$ cat config.mk
export PLATFORM = sky130hd
export DESIGN_NAME = dtvd_queue
export DESIGN_NICKNAME = d
export VERILOG_FILES = /design/src/rtl/core/dtvd_pkg.sv /design/src/rtl/core/dtvd_queue.sv
export VERILOG_INCLUDE_DIRS = /design/src /design/src/rtl/core
export SDC_FILE = /design/constraint.sdc
export NUM_CORES = 1
export LEC_CHECK = 0
export BUFFER_PORTS_ARGS = -buffer_cell sky130_fd_sc_hd__buf_2
export CORE_MARGIN = 2
export CORE_UTILIZATION = 45
export CTS_CLUSTER_DIAMETER = 60
export DETAILED_ROUTE_END_ITERATION = 8
export GPL_TIMING_DRIVEN = 0
export PLACE_DENSITY = 0.64
export SYNTH_ARGS = -nofsm -noshare
export SYNTH_HDL_FRONTEND = slang
export SYNTH_SLANG_ARGS = --single-unit
$ cat constraint.sdc
create_clock -name clock -period 2.75 [get_ports clock]
set_input_delay 0.4125 -clock clock [delete_from_list [all_inputs] [get_ports clock]]
set_output_delay 0.4125 -clock clock [all_outputs]
set_load 0.01 [all_outputs]
$ cat src/rtl/core/dual_threshold_voice_detector_defines.svh
// Assertion macros shared by the voice detector RTL.
// Checks compile out when SYNTHESIS is defined.
`ifndef DUAL_THRESHOLD_VOICE_DETECTOR_DEFINES_SVH
`define DUAL_THRESHOLD_VOICE_DETECTOR_DEFINES_SVH
`ifndef SYNTHESIS
`define DTVD_ASSERT_IMP(lbl, clk, rst, ante, cons) \
   lbl: assert property (@(posedge clk) disable iff (rst) (ante) |-> (cons)) \
      else $error("dtvd check failed");
`define DTVD_ASSERT_NEXT(lbl, clk, rst, ante, cons) \
   lbl: assert property (@(posedge clk) disable iff (rst) (ante) |=> (cons)) \
      else $error("dtvd check failed");
`else
`define DTVD_ASSERT_IMP(lbl, clk, rst, ante, cons)
`define DTVD_ASSERT_NEXT(lbl, clk, rst, ante, cons)
`endif
`endif

$ cat src/rtl/core/dtvd_pkg.sv
// Types and constants of the voice detector.
// No dependencies.
package dtvd_pkg;

   localparam int SAMPLE_W    = 16;
   localparam int ENERGY_W    = 41;
   localparam int CROSS_W     = 10;
   localparam int INDEX_W     = 16;
   localparam int HANG_W      = 8;
   localparam int LEN_W       = 11;
   localparam int HOP_W       = 10;
   localparam int CSR_W       = 41;
   localparam int CSR_IDX_W   = 3;
   localparam int SQ_W        = 31;
   localparam int QUEUE_DEPTH = 4;
   localparam int QCNT_W      = $clog2(QUEUE_DEPTH + 1);
   localparam int QPTR_W      = $clog2(QUEUE_DEPTH);
   localparam int HOP_MAX     = 1024;

   localparam logic [LEN_W-1:0]    RST_FRAME_LENGTH = 11'd400;
   localparam logic [LEN_W-1:0]    RST_HOP_LENGTH   = 11'd160;
   localparam logic [ENERGY_W-1:0] RST_ENERGY_HIGH  = 41'd1073741824;
   localparam logic [ENERGY_W-1:0] RST_ENERGY_LOW   = 41'd10737418;
   localparam logic [LEN_W-1:0]    RST_CROSS_THRESH = 11'd1024;
   localparam logic [HANG_W-1:0]   RST_HANGOVER     = 8'd8;

   typedef enum logic [CSR_IDX_W-1:0] {
      CSR_FRAME_LENGTH = 3'd0,
      CSR_HOP_LENGTH   = 3'd1,
      CSR_ENERGY_HIGH  = 3'd2,
      CSR_ENERGY_LOW   = 3'd3,
      CSR_CROSS_THRESH = 3'd4,
      CSR_HANGOVER     = 3'd5
   } csr_index_type;

   // command waiting for history read data
   typedef struct packed {
      logic                       init;
      logic                       add;
      logic                       sub;
      logic                       emit;
      logic                       clear;
      logic                       from_mem;
      logic                       add_flag;
      logic                       new_flag;
      logic                       pad_cross;
      logic signed [SAMPLE_W-1:0] sample;
   } pend_type;

   // queued window update
   typedef struct packed {
      logic                       init;
      logic                       add;
      logic                       sub;
      logic                       emit;
      logic                       clear;
      logic                       cross_in;
      logic                       cross_out;
      logic                       pad_cross;
      logic signed [SAMPLE_W-1:0] new_sample;
      logic signed [SAMPLE_W-1:0] old_sample;
   } qent_type;

endpackage

$ cat src/rtl/core/dtvd_queue.sv
// Short command queue between front and back end.
// Depends on dtvd_pkg.
`include "dual_threshold_voice_detector_defines.svh"
module dtvd_queue (
   input  logic                        clock,
   input  logic                        reset,
   input  logic                        push,
   input  dtvd_pkg::qent_type          push_data,
   input  logic                        pop,
   output logic                        q_valid,
   output dtvd_pkg::qent_type          q_data,
   output logic [dtvd_pkg::QCNT_W-1:0] q_count
);

   dtvd_pkg::qent_type slots_ff [dtvd_pkg::QUEUE_DEPTH];
   logic [dtvd_pkg::QPTR_W-1:0] wr_ff, rd_ff;
   logic [dtvd_pkg::QCNT_W-1:0] count_ff;
   logic do_pop;

   assign do_pop  = pop && (count_ff != '0);
   assign q_valid = (count_ff != '0);
   assign q_data  = slots_ff[rd_ff];
   assign q_count = count_ff;

   always_ff @(posedge clock) begin
      if (reset) begin
         wr_ff    <= '0;
         rd_ff    <= '0;
         count_ff <= '0;
      end else begin
         if (push) begin
            wr_ff <= wr_ff + 1'b1;
         end
         if (do_pop) begin
            rd_ff <= rd_ff + 1'b1;
         end
         count_ff <= count_ff + {{(dtvd_pkg::QCNT_W-1){1'b0}}, push}
                              - {{(dtvd_pkg::QCNT_W-1){1'b0}}, do_pop};
      end
      if (push) begin
         slots_ff[wr_ff] <= push_data;
      end
   end

   `DTVD_ASSERT_IMP(a_no_overflow, clock, reset, push,
      count_ff != dtvd_pkg::QCNT_W'(dtvd_pkg::QUEUE_DEPTH) || do_pop)

endmodule

==> impl_metrics.tcl <==
set metrics [dict create \
    netlist_instances 254 \
    grt_use_met1 0.193 \
    num_io_pins 88 \
    synth_cell_types 20 \
    peakVddDrop_mv 0.425 \
    drv_cap 0 \
    slew_headroom 0.599 \
    critPathKind "reg -> out" \
    ant_nets 0 \
    hold_start "push_data[39]" \
    syn_nets 305 \
    drt-initial-drc-count 201 \
    avgSynthCellArea_um2 24.8 \
    grt_antenna_before_repair 0 \
    die_w_um 122 \
    area_delta_synth_final_pct 21.6 \
    use_met2 0.244 \
    power.internal_w 0.00519 \
    worstReg2RegStart "q_count[1]" \
    cp_max_fo 10 \
    finalSetupViolCount 0 \
    cts_tree "built" \
    io_buffers 86 \
    grtUsageTotal 0.155 \
    post-cts-setup-buffer-count 0 \
    worstSetupEndpointType "output pin" \
    clk_path_buf_depth 2 \
    final_max_slew_viol_count 0 \
    final_common_cell "edfxtp_1" \
    dp_hpwl_um 6540 \
    nFillCells 1111 \
    core.rowCount 43 \
    totalWireLength_um 10700 \
    ys.warnings.count 0 \
    dr.pass1.iters 6 \
    status "completed" \
    net-switching-power_w 0.00153 \
    final_area_um2 7650 \
    worstSetupStartpointType "flop" \
    ys_seq_elements 169 \
    min_path_type "in -> reg" \
    worst_pin_slew_ns 0.601 \
    seqPwrFrac 0.451 \
    avgViaCountPerCell 5.08 \
    core_area_um2 13800 \
    period_minus_slack_ns 2.15 \
    hold_viol_final 0 \
    seq_area_um2 4980 \
    worstPathRequired_ns 2.34 \
    powerDensity_nw_per_um2 879 \
    fin_crit_sh 0.783 \
    cts_root_buf "clkbuf_16" \
    hold_path_depth 1 \
    grt_start_max_net_pins 22 \
    drc 0 \
    rsz0062_at_grt "no" \
    cts_resized 0 \
    synth_area_um2 6290 \
    placed_cell_area_um2 7030 \
    power_frac_comb 0.188 \
    diodes 0 \
    r2r_setup_slack_ns 0.80 \
    vias 2826 \
    clock-sinks 169 \
    arrival_ns 1.74 \
    clockPowerShare 0.362 \
    layout_common_cells "edfxtp_1, buf_2, mux4_2, clkbuf_16, dfxtp_1" \
    clock_latency_ns 0.42 \
    grt.overflow.total 0 \
    die_h_um 122 \
    cellLeakagePower_nw 2.64 \
    drive_gt1_frac 0.465 \
    worstRegToRegCells 7 \
    start_util 0.456 \
    multi_input_area_um2 1170 \
    die_area_um2 14900 \
    grt_busiest_layer "met2" \
    htree_levels 4 \
    numCtsBuffers 17 \
    gp_congestion 0.681 \
    grt_pass1_wl_um 16000 \
    max_freq_ghz 0.465 \
    final_core_util 0.555 \
    hold_buffers 0 \
    clk_pin_slew_ns 0.06 \
    clock_skew_ns 0.00655 \
    wire_per_inst_um 19.3 \
    final_net_count 414 \
    grt_pass1_vias 2916 \
    use_met3 0.0581 \
    ys_seq_area_frac 0.793 \
    swShare 0.228 \
]
==> kinds of logic after synthesis <==
family,synth area share
adder cells (fa/ha/maj),0.0151
AND/OR/NAND/NOR,0.0119
buffers and inverters,0.0219
multiplexers,0.150
flip-flops,0.793
XOR/XNOR,0.00517
AO/OA/AOI/OAI,0.00279
==> worst paths after layout <==
kind,to
max reg2reg,q_count[2]
min reg2reg,wr_ff[1]
max,q_data[20]
min,slots_ff[0][39]
==> area by class of cell <==
type | instances | share of cell area
inverters | 6 | 0.00295
well taps | 180 | 0.0295
clock inverters | 8 | 0.0152
plain buffers | 10 | 0.0151
flip-flops and latches | 169 | 0.652
multi-input cells | 69 | 0.153
repair buffers | 90 | 0.0668
clock buffers | 24 | 0.0656
==> cells in the mapped netlist <==
master | n | area share
ha_1 | 6 | 0.012
nor2b_1 | 4 | 0.0040
nor2_1 | 5 | 0.0030
xor3_1 | 1 | 0.0038
mux2i_1 | 1 | 0.0016
buf_6 | 1 | 0.0018
mux4_2 | 40 | 0.14
fa_1 | 1 | 0.0032
mux2_2 | 3 | 0.0054
and2_1 | 4 | 0.0040
or3_1 | 1 | 0.0010
o31a_1 | 1 | 0.0014
o311ai_0 | 1 | 0.0014
inv_1 | 6 | 0.0036
dfxtp_1 | 9 | 0.029
clkbuf_1 | 1 | 0.00060
xnor2_1 | 1 | 0.0014
buf_12 | 4 | 0.013
edfxtp_1 | 160 | 0.76
buf_2 | 4 | 0.0032
==> flip-flops by register name (all words and copies together), names as in the netlist, named ones only <==
signal	cells
wr_ff	2
slots_ff	160
rd_ff	2
q_count	3
==> metrics by stage <==
stage / setup WS [ns] / cells / hold slack [ns] / setup TNS, ns / total power (W)
floorplan: 0.838 / 254 / 0.511 / 0 / 0.00394
global placement: -0.00989 / 520 / 0.535 / -0.909 / 0.00434
detailed placement: 0.814 / 524 / 0.561 / 0 / 0.00438
CTS: 0.568 / 556 / 0.185 / 0 / 0.00682
global route: 0.535 / 556 / 0.188 / 0 / 0.00701
finish: 0.597 / 556 / 0.206 / 0 / 0.00672
==> power groups by stage <==
stage | clock network, W | registers, W | logic [W]
after floorplan | 0 | 0.00308 | 0.000865
after global placement | 0 | 0.00308 | 0.00126
after detailed placement | 0 | 0.00308 | 0.00130
after CTS | 0.00249 | 0.00303 | 0.00130
after global routing | 0.00259 | 0.00304 | 0.00137
final | 0.00243 | 0.00303 | 0.00126
==> metal layers <==
layer / routed length, um / up-vias
met5: 0 / -
met4: 163 / 0
met3: 619 / 17
met2: 5430 / 67
met1: 4530 / 1459
li1: - / 1283
==> critical path, stage by stage (launching register included) <==
cell	delay (ns)
dfxtp_1	0.32
buf_6	0.15
buf_12	0.16
mux4_2	0.53
buf_2	0.16
(Power assumes the default switching activity.)
