--- config.mk ---
export PLATFORM = sky130hd
export DESIGN_NAME = dtvd_back
export DESIGN_NICKNAME = d
export VERILOG_FILES = /design/src/rtl/core/dtvd_pkg.sv /design/src/rtl/core/dtvd_back.sv
export VERILOG_INCLUDE_DIRS = /design/src /design/src/rtl/core
export SDC_FILE = /design/constraint.sdc
export NUM_CORES = 2
export LEC_CHECK = 0
export ABC_AREA = 1
export BUFFER_PORTS_ARGS = -buffer_cell sky130_fd_sc_hd__buf_2
export CORE_MARGIN = 1.5
export CORE_UTILIZATION = 55
export CTS_CLUSTER_DIAMETER = 30
export CTS_CLUSTER_SIZE = 30
export DETAILED_ROUTE_END_ITERATION = 16
export HOLD_SLACK_MARGIN = 0.05
export PLACE_DENSITY = 0.73
export REMOVE_ABC_BUFFERS = 1
export SYNTH_ARGS = -nofsm -noshare
export SYNTH_HDL_FRONTEND = slang
export SYNTH_SLANG_ARGS = --single-unit
--- constraint.sdc ---
create_clock -name clock -period 21.1 [get_ports clock]
set_clock_uncertainty 0.05 [all_clocks]
set_input_delay 4.22 -clock clock [delete_from_list [all_inputs] [get_ports clock]]
set_output_delay 4.22 -clock clock [all_outputs]
set_load 0.01 [all_outputs]
--- src/rtl/core/dual_threshold_voice_detector_defines.svh ---
// Assertion macros shared by the voice detector RTL.
// Checks compile out when SYNTHESIS is defined.
`ifndef DUAL_THRESHOLD_VOICE_DETECTOR_DEFINES_SVH
`define DUAL_THRESHOLD_VOICE_DETECTOR_DEFINES_SVH
`ifndef SYNTHESIS
`define DTVD_ASSERT_IMP(lbl, clk, rst, ante, cons) \
   lbl: assert property (@(posedge clk) disable iff (rst) (ante) |-> (cons)) \
      else $error("dtvd check failed");
`define DTVD_ASSERT_NEXT(lbl, clk, rst, ante, cons) \
   lbl: assert property (@(posedge clk) disable iff (rst) (ante) |=> (cons)) \
      else $error("dtvd check failed");
`else
`define DTVD_ASSERT_IMP(lbl, clk, rst, ante, cons)
`define DTVD_ASSERT_NEXT(lbl, clk, rst, ante, cons)
`endif
`endif

--- src/rtl/core/dtvd_pkg.sv ---
// Types and constants of the voice detector.
// No dependencies.
package dtvd_pkg;

   localparam int SAMPLE_W    = 16;
   localparam int ENERGY_W    = 41;
   localparam int CROSS_W     = 10;
   localparam int INDEX_W     = 16;
   localparam int HANG_W      = 8;
   localparam int LEN_W       = 11;
   localparam int HOP_W       = 10;
   localparam int CSR_W       = 41;
   localparam int CSR_IDX_W   = 3;
   localparam int SQ_W        = 31;
   localparam int QUEUE_DEPTH = 4;
   localparam int QCNT_W      = $clog2(QUEUE_DEPTH + 1);
   localparam int QPTR_W      = $clog2(QUEUE_DEPTH);
   localparam int HOP_MAX     = 1024;

   localparam logic [LEN_W-1:0]    RST_FRAME_LENGTH = 11'd400;
   localparam logic [LEN_W-1:0]    RST_HOP_LENGTH   = 11'd160;
   localparam logic [ENERGY_W-1:0] RST_ENERGY_HIGH  = 41'd1073741824;
   localparam logic [ENERGY_W-1:0] RST_ENERGY_LOW   = 41'd10737418;
   localparam logic [LEN_W-1:0]    RST_CROSS_THRESH = 11'd1024;
   localparam logic [HANG_W-1:0]   RST_HANGOVER     = 8'd8;

   typedef enum logic [CSR_IDX_W-1:0] {
      CSR_FRAME_LENGTH = 3'd0,
      CSR_HOP_LENGTH   = 3'd1,
      CSR_ENERGY_HIGH  = 3'd2,
      CSR_ENERGY_LOW   = 3'd3,
      CSR_CROSS_THRESH = 3'd4,
      CSR_HANGOVER     = 3'd5
   } csr_index_type;

   // command waiting for history read data
   typedef struct packed {
      logic                       init;
      logic                       add;
      logic                       sub;
      logic                       emit;
      logic                       clear;
      logic                       from_mem;
      logic                       add_flag;
      logic                       new_flag;
      logic                       pad_cross;
      logic signed [SAMPLE_W-1:0] sample;
   } pend_type;

   // queued window update
   typedef struct packed {
      logic                       init;
      logic                       add;
      logic                       sub;
      logic                       emit;
      logic                       clear;
      logic                       cross_in;
      logic                       cross_out;
      logic                       pad_cross;
      logic signed [SAMPLE_W-1:0] new_sample;
      logic signed [SAMPLE_W-1:0] old_sample;
   } qent_type;

endpackage

--- src/rtl/core/dtvd_back.sv ---
// Back end: window sums, speech decision with hangover, result register.
// Depends on dtvd_pkg.
`include "dual_threshold_voice_detector_defines.svh"
module dtvd_back (
   input  logic                                clock,
   input  logic                                reset,
   input  logic                                q_valid,
   input  dtvd_pkg::qent_type                  q_data,
   output logic                                pop,
   input  logic [dtvd_pkg::ENERGY_W-1:0]       energy_high,
   input  logic [dtvd_pkg::ENERGY_W-1:0]       energy_low,
   input  logic [dtvd_pkg::LEN_W-1:0]          cross_thresh,
   input  logic [dtvd_pkg::HANG_W-1:0]         hangover,
   output logic                                rsp_valid,
   input  logic                                rsp_ready,
   output logic                                rsp_speech,
   output logic [dtvd_pkg::ENERGY_W-1:0]       rsp_frame_energy_sum,
   output logic [dtvd_pkg::CROSS_W-1:0]        rsp_crossing_count,
   output logic [dtvd_pkg::INDEX_W-1:0]        rsp_frame_index
);

   dtvd_pkg::qent_type b1_ff;
   logic b1_valid_ff;
   logic [dtvd_pkg::SQ_W-1:0] sq_new_ff, sq_old_ff;
   logic [dtvd_pkg::ENERGY_W-1:0] sum_ff, sum_in;
   logic [dtvd_pkg::CROSS_W-1:0]  cross_ff, cross_in;
   logic [dtvd_pkg::HANG_W-1:0]   hang_ff, hang_in;
   logic [dtvd_pkg::INDEX_W-1:0]  fc_ff;
   logic rsp_valid_ff;
   logic [dtvd_pkg::ENERGY_W-1:0] out_sum_ff;
   logic [dtvd_pkg::CROSS_W-1:0]  out_cross_ff;
   logic [dtvd_pkg::INDEX_W-1:0]  out_index_ff;
   logic out_speech_ff;
   logic b1_fire, speech;
   logic signed [2*dtvd_pkg::SAMPLE_W-1:0] prod_new, prod_old;

   assign b1_fire = b1_valid_ff && (!b1_ff.emit || !rsp_valid_ff || rsp_ready);
   assign pop     = q_valid && (!b1_valid_ff || b1_fire);
   assign prod_new = q_data.new_sample * q_data.new_sample;
   assign prod_old = q_data.old_sample * q_data.old_sample;

   always_comb begin
      sum_in = (b1_ff.init ? '0 : sum_ff)
             + (b1_ff.add ? dtvd_pkg::ENERGY_W'(sq_new_ff) : '0)
             - (b1_ff.sub ? dtvd_pkg::ENERGY_W'(sq_old_ff) : '0);
      cross_in = (b1_ff.init ? '0 : cross_ff)
               + dtvd_pkg::CROSS_W'(b1_ff.cross_in)
               + dtvd_pkg::CROSS_W'(b1_ff.pad_cross)
               - dtvd_pkg::CROSS_W'(b1_ff.cross_out);
      speech  = 1'b0;
      hang_in = hang_ff;
      if (sum_in >= energy_high) begin
         speech  = 1'b1;
         hang_in = hangover;
      end else if (sum_in >= energy_low) begin
         if (hang_ff != '0) begin
            speech  = 1'b1;
            hang_in = hang_ff - 1'b1;
         end else if ({1'b0, cross_in} >= cross_thresh) begin
            speech  = 1'b1;
            hang_in = hangover >> 1;
         end
      end else if (hang_ff != '0) begin
         speech  = 1'b1;
         hang_in = hang_ff - 1'b1;
      end
   end

   always_ff @(posedge clock) begin
      if (reset) begin
         b1_valid_ff  <= 1'b0;
         sum_ff       <= '0;
         cross_ff     <= '0;
         hang_ff      <= '0;
         fc_ff        <= '0;
         rsp_valid_ff <= 1'b0;
      end else begin
         if (pop) begin
            b1_valid_ff <= 1'b1;
         end else if (b1_fire) begin
            b1_valid_ff <= 1'b0;
         end
         if (b1_fire && b1_ff.emit) begin
            rsp_valid_ff <= 1'b1;
         end else if (rsp_ready) begin
            rsp_valid_ff <= 1'b0;
         end
         if (b1_fire) begin
            if (b1_ff.clear) begin
               sum_ff   <= '0;
               cross_ff <= '0;
               hang_ff  <= '0;
               fc_ff    <= '0;
            end else begin
               sum_ff   <= sum_in;
               cross_ff <= cross_in;
               if (b1_ff.emit) begin
                  hang_ff <= hang_in;
                  fc_ff   <= fc_ff + 1'b1;
               end
            end
         end
      end
      if (pop) begin
         b1_ff     <= q_data;
         sq_new_ff <= prod_new[dtvd_pkg::SQ_W-1:0];
         sq_old_ff <= prod_old[dtvd_pkg::SQ_W-1:0];
      end
      if (b1_fire && b1_ff.emit) begin
         out_speech_ff <= speech;
         out_sum_ff    <= sum_in;
         out_cross_ff  <= cross_in;
         out_index_ff  <= fc_ff;
      end
   end

   assign rsp_valid            = rsp_valid_ff;
   assign rsp_speech           = out_speech_ff;
   assign rsp_frame_energy_sum = out_sum_ff;
   assign rsp_crossing_count   = out_cross_ff;
   assign rsp_frame_index      = out_index_ff;

   `DTVD_ASSERT_NEXT(a_emit_shows, clock, reset, b1_fire && b1_ff.emit, rsp_valid_ff)

endmodule

==> results_dict.tcl <==
set metrics [dict create \
    yosysSeqAreaShare_pct 17.3 \
    synth_most_common_cell "inv_1" \
    cts_resized 0 \
    fin_crit_sh_pct 46.8 \
    numCtsBuffers 41 \
    rsz0062_at_grt "false" \
    ios 215 \
    synth_top_area_share_pct 30.6 \
    setup_violations 0 \
    path_buf_inv 6 \
    initial_core_util_pct 55.4 \
    placed_cell_area_mm2 0.0343 \
    slew_violations 0 \
    tightest_slew_ns 0.998 \
    die_y_um 246 \
    status "completed" \
    design_area_mm2 0.0358 \
    crit_top_cell "fa_1" \
    critPathMaxStageDelay_ns 0.72 \
    crit_type "input port to flip-flop" \
    synth_fa_ha_area_share_pct 42.5 \
    drt_iter0_drc 1380 \
    critPathLaunchType "input port" \
    final_util_pct 60.8 \
    hold_viol 0 \
    dr.pass1.iters 5 \
    fmax_ghz 0.101 \
    min_period_ns 9.87 \
    crit_family "adder cells" \
    fill_cells 5196 \
    fin_tns_setup_ns 0 \
    drive_gt1_share_pct 7.99 \
    synth_top_family_by_area "adder cells" \
    relSlewSlack_pct 33.0 \
    ys_warn_count 0 \
    synth_xor_area_share_pct 3.38 \
    critPathArrivalTime_ns 10.10 \
    ys_top_cells_by_count "1128 x inv_1, 845 x nand2_1, 498 x fa_1" \
    dp_hpwl_um 66100 \
    wl_per_cell_um 15.7 \
    drv_cap 0 \
    dr_total_vias 25515 \
    rows 89 \
    place_congestion 1.02 \
    postCtsHoldBufs 0 \
    groute.usage.overall_pct 26.5 \
    crit_fanout 24 \
    postCtsSetupBuffers 0 \
    cts_buffer_depth 3 \
    coreArea_mm2 0.0588 \
    synth-simple-area-share_pct 15.9 \
    portBuffers 214 \
    die_area_mm2 0.0607 \
    syn2layout_area_growth_pct 9.82 \
    synth_cell_types 59 \
    drt-total-wl_um 78700 \
    grt_pass1_vias 26104 \
    synthesis.instances 4018 \
    grt_first_pass_wirelength_um 128000 \
    synth.largest_area_cell "fa_1" \
    ys_seq_elements 213 \
    synth_compound_area_share_pct 6.72 \
    synth-main-ff-cell "edfxtp_1" \
    grt_overflow 0 \
    drc 0 \
    cts-root-buf "clkbuf_16" \
    netlist_area_mm2 0.0326 \
    required_ns 21.34 \
    diodes 0 \
    synthMuxAreaShare_pct 0 \
    num-nets-final 5149 \
    syn_area_per_cell_um2 8.11 \
    ant_nets 0 \
    die_w_um 246 \
    crit_chain "buf_2 -> nand2_1 -> fa_1 -> inv_1 -> fa_1 -> inv_1 -> fa_1 -> inv_1 -> fa_1 -> fa_1 -> inv_1 -> fa_1 -> inv_1 -> ha_1 -> nand2_1 -> nor4_1 -> nand3b_1 -> nand3_1 -> nand2_1 -> nand2_1 -> a31oi_1 -> xor2_1" \
    clkLatencyLatePin_ns 0.57 \
    synth_edf_count 136 \
    hold_class "flip-flop to flip-flop" \
    detail_route.vias_per_cell 5.10 \
    clkTransAtPathRegs_ns 0.06 \
    cp-end-kind "flip-flop" \
    async_flop_share_pct 0 \
    cts_sinks 213 \
    antenna_found_initial 0 \
    synthTopCellsByArea "fa_1 31%, inv_1 13%, edfxtp_1 13%" \
    grt_start_max_net_pins 63 \
    htreeDepth 2 \
    cpMaxStageDelayCell "fa_1" \
    cts_tree "done" \
]
==> routing by layer <==
layer	wire length [um]	up-vias	GRT usage (%)
met5	0	-	0
met4	1920	0	7.07
met3	3970	108	2.46
met2	38800	700	47.2
met1	34000	12287	34.5
li1	-	12420	-
==> cell families after synthesis <==
group	count (synthesis)
buf+inv	1219
simple gates	1260
fa+ha+maj	808
compound gates	393
flops	213
xor+xnor	125
==> cell usage in the layout, fill, tap and decap left out, types with 5 or more instances in the layout <==
master and count:
a21o_1 23, a21oi_1 228, a31oi_1 10, and2_1 15, and3_1 7, buf_2 214, buf_4 9, clkbuf_16 41
clkinvlp_4 7, dfxtp_1 77, edfxtp_1 136, fa_1 498, ha_1 310, inv_1 1126, inv_6 5, inv_8 6
nand2_1 845, nand2_2 6, nand3_1 90, nand4_1 32, nor2_1 188, nor3_1 27, nor3b_1 8, nor4_1 9
o211ai_1 5, o21a_1 12, o21ai_0 73, o21ai_1 7, o21bai_1 9, or2_2 15, xnor2_1 50, xor2_1 74
==> worst reg2reg max path, cell delays in order (launching register included) <==
cell and delay, ns:
edfxtp_1 0.53, inv_2 0.08, buf_4 0.43, nand2_1 0.24, fa_1 0.53, inv_1 0.04
ha_1 0.37, a21oi_1 0.21, nand2_1 0.20, nand2_1 0.10, nand2_1 0.12, nand2_1 0.08
nand2_1 0.12, a21oi_1 0.26, o21ai_1 0.16, or2_1 0.26, and2_1 0.23, ha_1 0.42
nand4_1 0.11, or2_1 0.26, nor2_1 0.10, nand3_1 0.20, nand4_2 0.31, nor2_1 0.07
nand2_1 0.08, nand3_1 0.32, a21oi_1 0.32, nor2_1 0.06
==> final timing paths <==
kind	from	to	slack, ns	depth (start not counted)
worst min-delay path	fc_ff[7]	rsp_frame_index[7]	0.41	0
worst max register to register	b1_ff[39]	hang_ff[2]	14.73	27
worst max-delay path	q_data[15]	sq_old_ff[28]	11.23	22
worst min register to register	fc_ff[7]	rsp_frame_index[7]	0.41	0
==> through the flow <==
step,setup slack (ns),hold slack (ns),std cells
floorplan,11.03,0.380,3930
global placement,10.83,0.397,4926
detailed placement,10.72,0.395,4926
CTS,11.25,0.410,5002
global route,10.80,0.432,5002
finish,11.23,0.409,5002
==> sequential cells by signal (all words and copies together) (netlist names) <==
register              count
rsp_frame_energy_sum     41
sum_ff                   41
sq_new_ff                30
sq_old_ff                30
fc_ff                    16
rsp_frame_index          16
cross_ff                 10
rsp_crossing_count       10
b1_ff                     8
hang_ff                   8
b1_valid_ff               1
rsp_speech                1
rsp_valid                 1
==> final cells by class <==
class                           instances  area [um^2]  share of cell area (%)
Multi-Input combinational cell       2586        22300                    62.4
Timing Repair Buffer                  223         1140                    3.18
Tap cell                              773          967                    2.70
Inverter                             1131         4250                    11.9
Sequential cell                       213         5630                    15.7
Clock buffer                           45         1070                    2.99
Clock inverter                         31          389                    1.09
Power is left out: the tool's default activity adds up to more than one toggle a clock period on the data nets, which glitch-free logic cannot reach.
